### src/rtl/smm_pkg.sv
// smm_pkg: item types, action codes and fixed widths for square_matrix_multiply
// no dependencies; imported by every module of the block
package smm_pkg;

	// fixed field widths
	localparam int unsigned IDX_FIELD_BITS = 6;
	localparam int unsigned VALUE_BITS     = 16;
	localparam int unsigned SIZE_BITS      = 7;
	localparam int unsigned SUM_BITS       = 40;

	localparam logic [SIZE_BITS-1:0] SIZE_RESET = 7'd64;

	// action codes
	localparam logic [1:0] ACT_WR_FIRST  = 2'd0;
	localparam logic [1:0] ACT_WR_SECOND = 2'd1;
	localparam logic [1:0] ACT_REQUEST   = 2'd2;
	localparam logic [1:0] ACT_NONE      = 2'd3;

	// input item
	typedef struct packed {
		logic [1:0]                     action;
		logic [IDX_FIELD_BITS-1:0]      row;
		logic [IDX_FIELD_BITS-1:0]      col;
		logic signed [VALUE_BITS-1:0]   value;
	} req_item_t;

	// result item
	typedef struct packed {
		logic signed [SUM_BITS-1:0] product_sum;
		logic                       index_error;
	} rsp_item_t;

	// control into the multiply-accumulate unit
	typedef struct packed {
		logic clr;
		logic vld;
		logic last;
	} mac_ctl_t;

	// sequencer states
	typedef enum logic [3:0] {
		ST_IDLE   = 4'b0001,
		ST_WALK   = 4'b0010,
		ST_DRAIN  = 4'b0100,
		ST_RESULT = 4'b1000
	} seq_state_t;

endpackage

### src/rtl/smm_mac.sv
// smm_mac: shared multiply-accumulate unit, product register then accumulator
// depends on smm_pkg for mac_ctl_t and SUM_BITS
module smm_mac import smm_pkg::*; #(
	parameter int unsigned ELEMENT_BITS = 16
) (
	input  logic                           clk,
	input  logic                           arst_n,
	input  mac_ctl_t                       ctl,
	input  logic signed [ELEMENT_BITS-1:0] a,
	input  logic signed [ELEMENT_BITS-1:0] b,
	output logic signed [SUM_BITS-1:0]     sum,
	output logic                           done
);

	localparam int unsigned PROD_BITS = 2 * ELEMENT_BITS;

	logic signed [PROD_BITS-1:0] prod_s2;
	logic                        vld_s2;
	logic                        last_s2;
	logic signed [SUM_BITS-1:0]  acc_q;
	logic                        done_q;

	// product stage
	always_ff @(posedge clk) begin
		prod_s2 <= a * b;
	end

	// control follows the product
	always_ff @(posedge clk or negedge arst_n) begin
		if (!arst_n) begin
			vld_s2  <= 1'b0;
			last_s2 <= 1'b0;
			done_q  <= 1'b0;
		end else begin
			vld_s2  <= ctl.vld;
			last_s2 <= ctl.last;
			done_q  <= vld_s2 && last_s2;
		end
	end

	// accumulate, wrapping at the sum width
	always_ff @(posedge clk) begin
		if (ctl.clr) begin
			acc_q <= '0;
		end else if (vld_s2) begin
			acc_q <= acc_q + SUM_BITS'(prod_s2);
		end
	end

	assign sum  = acc_q;
	assign done = done_q;

endmodule

### config.mk
export PLATFORM = sky130hd
export DESIGN_NAME = smm_mac
export DESIGN_NICKNAME = d
export VERILOG_FILES = /design/src/rtl/smm_pkg.sv /design/src/rtl/smm_mac.sv
export SDC_FILE = /design/constraint.sdc
export NUM_CORES = 1
export LEC_CHECK = 0
export BUFFER_PORTS_ARGS = -buffer_cell sky130_fd_sc_hd__buf_4
export CAP_MARGIN = 25
export CORE_MARGIN = 1
export CORE_UTILIZATION = 45
export CTS_BUF_LIST = sky130_fd_sc_hd__clkbuf_4
export DETAILED_ROUTE_END_ITERATION = 10
export GPL_ROUTABILITY_DRIVEN = 0
export PLACE_DENSITY = 0.67
export SETUP_SLACK_MARGIN = 0.4
export SLEW_MARGIN = 20
export SYNTH_ARGS = -nofsm -noshare
export SYNTH_HDL_FRONTEND = slang
export SYNTH_SLANG_ARGS = --single-unit
### constraint.sdc
create_clock -name clk -period 3.7 [get_ports clk]
set_input_delay 0.74 -clock clk [delete_from_list [all_inputs] [get_ports clk]]
set_output_delay 0.74 -clock clk [all_outputs]
set_load 0.01 [all_outputs]
==> impl_metrics.csv, run 1 <==
group,metric,value,unit
grt,grt_usage,22.5,%
setup_path,start_kind,"input pin",
sta,setup_ws,-1.89,ns
layout,drive_gt1_share,25.5,%
drt,via_per_inst,5.16,
setup_path,worst-path-buf-inv,4,
synthesis,async_reset_ff_share,4.00,%
sta,max-slew-margin-rel,55.6,%
setup_path,critPathTopFamily,"adder cells",
clock_network,numCtsBuffers,9,
floorplan,initial_core_util,46.0,%
layout,diodes,0,
clock_network,ctsHoldBuffers,0,
floorplan,die_x,179,um
layout,area_growth,25.3,%
floorplan,die_area,0.0322,sq mm
drt,dr.first_iter.drc_count,505,
grt,grt.overflow.total,0,
clock_network,cts_max_path_buffers,2,
grt,grt_pass1_wl,58.0,mm
setup_path,crit_required,4.04,ns
synthesis,synth_edf_count,0,
grt,antenna_found_initial,0,
setup_path,r2r-start,"sum[0]$_SDFFE_PP0P_",
setup_path,cp_common_cell,"fa_1",
setup_path,critPathMaxFanout,8,
sta,setup_viol,26,
drt,vias,11400,
setup_path,r2r_slack,0.55,ns
layout,nNetsFinal,2227,
floorplan,die_h,179,um
drt,drc_errors,16,
setup_path,cp_slowest_cell,"fa_2",
sta,finalHoldViolCount,0,
setup_path,reg2reg_to,"sum[36]$_SDFFE_PP0P_",
sta,fin_crit_sh,151,%
min_path,hp-class,"in2async",
grt,grt_max_degree,49,
synthesis,seq_area_frac_synth,10.7,%
clock_network,h-tree-depth,3,
synthesis,synth_seq_cells,75,
floorplan,core-area,0.0307,sq mm
drt,dr.pass1.iters,8,
setup_path,slowest_delay,0.57,ns
flow_run,drv_cap,0,
drt,wl_per_cell,15.4,um
synthesis,ys_types,70,
grt,met1_usage,28.4,%
floorplan,ios,78,
drt,totalWireLength,34.0,mm
status,violations,"design-rule violations, negative setup slack",
floorplan,rows,64,
drt,final_antenna_net_count,0,
synthesis,postSynthCellCount,1577,
sta,rsz0062_at_grt,"true",
place,portBuffers,77,
clock_network,clockRootBuffer,"clkbuf_4",
clock_network,cts_sinks,75,
synthesis,synthFlopType,"dfxtp_1",
synthesis,synth_fp_nets,1998,
sta,min_period,5.59,ns
clock_network,cts_tree,"built",
setup_path,endpoint_kind,"flip-flop",
clock_network,clock_latency,0.45,ns
clock_network,clkTransAtPathRegs,0.11,ns
sta,slew_viol_final,0,
synthesis,avgSynthCellArea,8.98,sq um
setup_path,path_cells,"buf_6, buf_6, and2_4, fa_2, fa_1, fa_1, fa_2, fa_1, inv_1, fa_1, inv_2, ha_4, nand4_1, or3_4, o211ai_1, a31o_2, a21oi_2, xnor2_1",
sta,holdWs,0.0574,ns
grt,gr-usage-met3,2.59,%
place,dpl.hpwl,28.5,mm
synthesis,synth_area,0.0142,sq mm
grt,grt_pass1_vias,12100,
setup_path,worstSetupPathType,"in2reg",
sta,worst_pin_slew,0.666,ns
synthesis,yosys_warnings,0,
setup_path,worst-r2r-cell-count,12,
grt,met2_usage,41.6,%
sta,fmax,179,MHz
grt,grt-busiest-layer,"met2",
layout,nFillCells,2682,
sta,skew,0.0195,ns
setup_path,crit_arrival,5.92,ns
status,status,"finished with violations",
## stage by stage
stage | cells | worst slack, ns | TNS (ns) | util, % | area, sq um
2_1_floorplan | 1577 | -2.12 | -37.97 | - | 14700
3_3_place_gp | 2167 | -2.41 | -47.97 | 54.2 | 16700
6_report | 2207 | -1.89 | -34.34 | 57.7 | 17700
3_5_place_dp | 2167 | -2.50 | -49.00 | 54.2 | 16700
4_1_cts | 2200 | -1.85 | -33.89 | 56.6 | 17400
5_1_grt | 2207 | -2.00 | -37.74 | 57.7 | 17700
## area by class of cell
| cell class | instances | area, sq um | area share [%] |
|---|---|---|---|
| clock buffers | 9 | 67.6 | 0.381 |
| inverters | 308 | 1160 | 6.55 |
| repair buffers | 272 | 2330 | 13.2 |
| flip-flops and latches | 75 | 1520 | 8.56 |
| well taps | 396 | 495 | 2.79 |
| clock inverters | 7 | 82.6 | 0.466 |
| multi-input cells | 1140 | 12100 | 68.1 |
## cells in the final DEF, fill, tap and decap left out, types with 8 or more instances in the layout
master	instances
and3_1	10
nor3_1	8
xnor2_1	39
and2_4	20
a31oi_1	9
xor2_1	14
and2_1	112
o21a_1	10
nor2_1	51
ha_4	25
a21o_1	20
nand2_1	158
a21oi_2	17
fa_2	19
nand3_1	19
a21oi_1	43
dfxtp_1	72
nand2b_1	14
buf_6	44
a211oi_1	8
inv_2	25
inv_1	281
mux2i_1	18
ha_1	92
o21ai_0	27
fa_1	244
clkbuf_4	9
buf_4	215
## worst max path at each step
stage               startpoint             endpoint  cells past startpoint  slack (ns)
floorplan                 a[7]  prod_s2[23]$_DFF_P_                     23       -2.12
global placement          b[6]  prod_s2[23]$_DFF_P_                     22       -2.41
detailed placement        b[4]  prod_s2[23]$_DFF_P_                     22       -2.50
CTS                      a[10]  prod_s2[23]$_DFF_P_                     22       -1.85
global route              b[5]  prod_s2[23]$_DFF_P_                     23       -2.00
finish                    a[6]  prod_s2[31]$_DFF_P_                     18       -1.89
## kinds of logic (layout without fill, tap and decap cells)
kind of cell / count (synthesis) / after routing / share of synthesized area, %
DFF: 75 / 75 / 10.7
AOI/OAI and AO/OA: 208 / 208 / 9.73
xor gates and xnor gates: 57 / 57 / 3.53
buffers and inverters: 362 / 596 / 9.71
muxes: 18 / 18 / 1.27
and+or+nand+nor: 473 / 473 / 17.2
adders and majority gates: 384 / 384 / 47.9
## Yosys cell counts, drive strengths merged (4+ instances only)
| master | n | area (sq um) |
|---|---|---|
| xor2 | 14 | 123 |
| nand4b | 5 | 43.8 |
| nand4 | 7 | 43.8 |
| o21ai | 35 | 175 |
| xnor2 | 43 | 377 |
| or2 | 4 | 25.0 |
| a211o | 4 | 35.0 |
| nand2 | 171 | 642 |
| o31ai | 5 | 37.5 |
| nor3b | 8 | 60.1 |
| a21boi | 4 | 33.8 |
| fa | 263 | 5270 |
| nand3 | 21 | 110 |
| nor4 | 4 | 25.0 |
| a21oi | 65 | 340 |
| o21bai | 6 | 45.0 |
| mux2i | 18 | 180 |
| nand3b | 4 | 30.0 |
| o21a | 10 | 75.1 |
| and3 | 13 | 87.6 |
| clkbuf | 48 | 180 |
| o2111ai | 5 | 50.0 |
| nor2b | 6 | 37.5 |
| or3 | 7 | 48.8 |
| inv | 308 | 1160 |
| ha | 121 | 1510 |
| or4 | 4 | 30.0 |
| o22ai | 5 | 31.3 |
| buf | 6 | 38.8 |
| nand2b | 14 | 87.6 |
| a21o | 20 | 150 |
| and2 | 132 | 826 |
| nor3 | 8 | 40.0 |
| a31oi | 9 | 56.3 |
| o211ai | 6 | 45.0 |
| a211oi | 10 | 75.1 |
| o311ai | 6 | 52.6 |
| dfxtp | 72 | 1440 |
| nor2 | 56 | 210 |
## metal layers
layer	wire length, um	vias to the layer above
met3	1370	43
li1	-	5430
met1	14600	5696
met4	496	0
met2	17500	223
met5	0	-
## state kept, by name, summed over array words and instances (netlist names)
register and cells:
done 1, last_s2 1, prod_s2 32, sum 40, vld_s2 1
## worst reg2reg max path: cells and delay by family (launching register included)
| kind | cells | cell delay, ns |
|---|---|---|
| flops | 1 | 0.35 |
| simple gates | 6 | 1.45 |
| buf+inv | 1 | 0.08 |
| fa+ha+maj | 2 | 0.45 |
| compound gates | 3 | 0.71 |
## timing repair
| item | in CTS | in global routing |
|---|---|---|
| pin swaps | 102 | 61 |
| gates cloned | 0 | 0 |
| resized for setup | 116 | 75 |
| endpoints found under the setup margin | 26 | 28 |
| buffers inserted | 17 | 7 |
Power of run 1 is left out: the tool's default activity adds up to more than one toggle a clock period on the data nets, which glitch-free logic cannot reach.
==> inputs of run 2 (changes only) <==
CORE_ASPECT_RATIO = 1.1   (was not set)
==> run 2 against run 1 <==
Final area is 0.64% higher. First-iteration DRC count fell by 1.6%. Fmax rose by 1.3%. Sequential cell count stayed put. The run ends with negative setup slack left. Critical path depth did not move. Via count rose by 0.46%. Count of clock-buffer cells in the layout stayed put. Worst setup slack improved by 0.072 ns. Die area hardly changed. Register-to-register slack about the same.
==> impl_metrics.csv, run 2 (synthesis results as in run 1) <==
group,metric,value,unit
status,status,"finished with violations",
status,violations,"negative setup slack",
drt,wl_per_cell,15.4,um
layout,area_growth,26.1,%
grt,grt_max_degree,56,
sta,slew_viol_final,0,
clock_network,h-tree-depth,3,
floorplan,initial_core_util,46.1,%
drt,totalWireLength,34.3,mm
setup_path,slowest_delay,0.69,ns
place,portBuffers,77,
floorplan,die_x,171,um
setup_path,cp_slowest_cell,"fa_2",
floorplan,ios,78,
layout,nNetsFinal,2231,
layout,final_common_cell,"inv_1",
drt,dr.pass1.iters,5,
sta,fin_crit_sh,149,%
sta,worst_pin_slew,0.965,ns
sta,setup_viol,25,
grt,grt_pass1_vias,12400,
layout,largest_reg_flops,40,
drt,final_antenna_net_count,0,
sta,max-slew-margin-rel,35.7,%
sta,skew,0.0140,ns
floorplan,rows,67,
drt,via_per_inst,5.13,
setup_path,cp_common_cell,"fa_2",
drt,vias,11400,
setup_path,start_kind,"input pin",
sta,fmax,181,MHz
layout,design_area,0.0179,sq mm
setup_path,endpoint_kind,"flip-flop",
sta,min_period,5.52,ns
sta,tns,-35.32,ns
floorplan,die_h,188,um
drt,drc_errors,0,
min_path,hp-class,"in2async",
setup_path,worstSetupPathType,"in2reg",
setup_path,crit_arrival,5.87,ns
clock_network,ctsHoldBuffers,0,
setup_path,crit_required,4.06,ns
flow_run,drv_cap,0,
layout,drive_gt1_share,27.2,%
sta,finalHoldViolCount,0,
clock_network,clockRootBuffer,"clkbuf_4",
grt,grt_pass1_wl,58.0,mm
layout,mostFrequentLayoutCells,"275 x inv_1, 240 x fa_1, 218 x buf_4",
setup_path,critPathMaxFanout,8,
sta,setup_ws,-1.82,ns
clock_network,clkTransAtPathRegs,0.13,ns
clock_network,cts_max_path_buffers,2,
clock_network,clock_latency,0.45,ns
clock_network,cts_tree,"built",
floorplan,die_area,0.0322,sq mm
sta,holdWs,0.0562,ns
layout,nFillCells,2726,
setup_path,path_cells,"buf_6, nand2_4, inv_1, fa_2, fa_2, fa_2, fa_2, fa_1, inv_1, fa_1, inv_1, ha_4, nand4_1, or3_1, o211ai_1, a31o_2, a21oi_2, xnor2_1",
grt,grt_usage,22.3,%
grt,grt.overflow.total,0,
layout,diodes,0,
place,dpl.hpwl,29.1,mm
place,dpl_cell_area,0.0167,sq mm
clock_network,numCtsBuffers,9,
drt,dr.first_iter.drc_count,497,
floorplan,core-area,0.0307,sq mm
clock_network,cts_sinks,75,
grt,antenna_found_initial,0,
sta,rsz0062_at_grt,"true",
## run 2: cell types whose count changed in the layout (fill, tap and decap cells not counted), sizes merged
| cell | change |
|---|---|
| clkinvlp | +1 |
| clkinv | -1 |
| bufinv | -1 |
| buf | +4 |
| inv | +1 |
## run 2: critical path, delay by kind of cell
| family | cells | cell delay [ns] |
|---|---|---|
| AO/OA/AOI/OAI | 3 | 0.54 |
| XOR/XNOR | 1 | 0.11 |
| adder cells (fa/ha/maj) | 7 | 3.47 |
| buffers and inverters | 4 | 0.30 |
| AND/OR/NAND/NOR | 3 | 0.68 |
## run 2: path summary, 6_finish.rpt
path                       slack, ns                 from  cells after the start                   end
min                             0.06               arst_n                      1      vld_s2$_DFF_PN0_
max in group asynchronous       3.54               arst_n                      1      vld_s2$_DFF_PN0_
max reg2reg                     0.56  sum[0]$_SDFFE_PP0P_                     12  sum[36]$_SDFFE_PP0P_
min reg2reg                     0.49    last_s2$_DFF_PN0_                      1        done$_DFF_PN0_
min in group clk                0.39               ctl[0]                      1     last_s2$_DFF_PN0_
max                            -1.82                a[15]                     18   prod_s2[31]$_DFF_P_
## run 2: cell type report
| type | instances | area [sq um] | area share, % |
|---|---|---|---|
| Multi-Input combinational cell | 1140 | 12200 | 68.1 |
| Timing Repair Buffer | 276 | 2340 | 13.1 |
| Sequential cell | 75 | 1520 | 8.51 |
| Inverter | 308 | 1160 | 6.51 |
| Tap cell | 414 | 518 | 2.90 |
| Clock inverter | 7 | 76.3 | 0.428 |
| Clock buffer | 9 | 67.6 | 0.378 |
## run 2: per-stage QoR
step / utilization [%] / worst slack [ns] / cells
after floorplan: - / -2.12 / 1577
after global placement: 54.4 / -2.40 / 2181
after detailed placement: 54.4 / -2.52 / 2181
after CTS: 56.3 / -1.88 / 2213
after global routing: 58.2 / -2.00 / 2229
final: 58.2 / -1.82 / 2229
## run 2: per-layer routing
layer / vias to the layer above / track usage [%] / share of wire (%)
met5: - / 0 / 0
met4: 0 / 6.63 / 2.3
met2: 208 / 41.8 / 53
met1: 5749 / 26.6 / 41
met3: 56 / 1.98 / 3.4
li1: 5431 / - / -
## run 2: timing repair
| action | 4_1_cts | 5_1_grt |
|---|---|---|
| buffers inserted | 16 | 16 |
| setup endpoints to repair | 26 | 29 |
| resized for setup | 93 | 124 |
| pin swaps | 98 | 91 |
Power of run 2 is left out for the same reason.
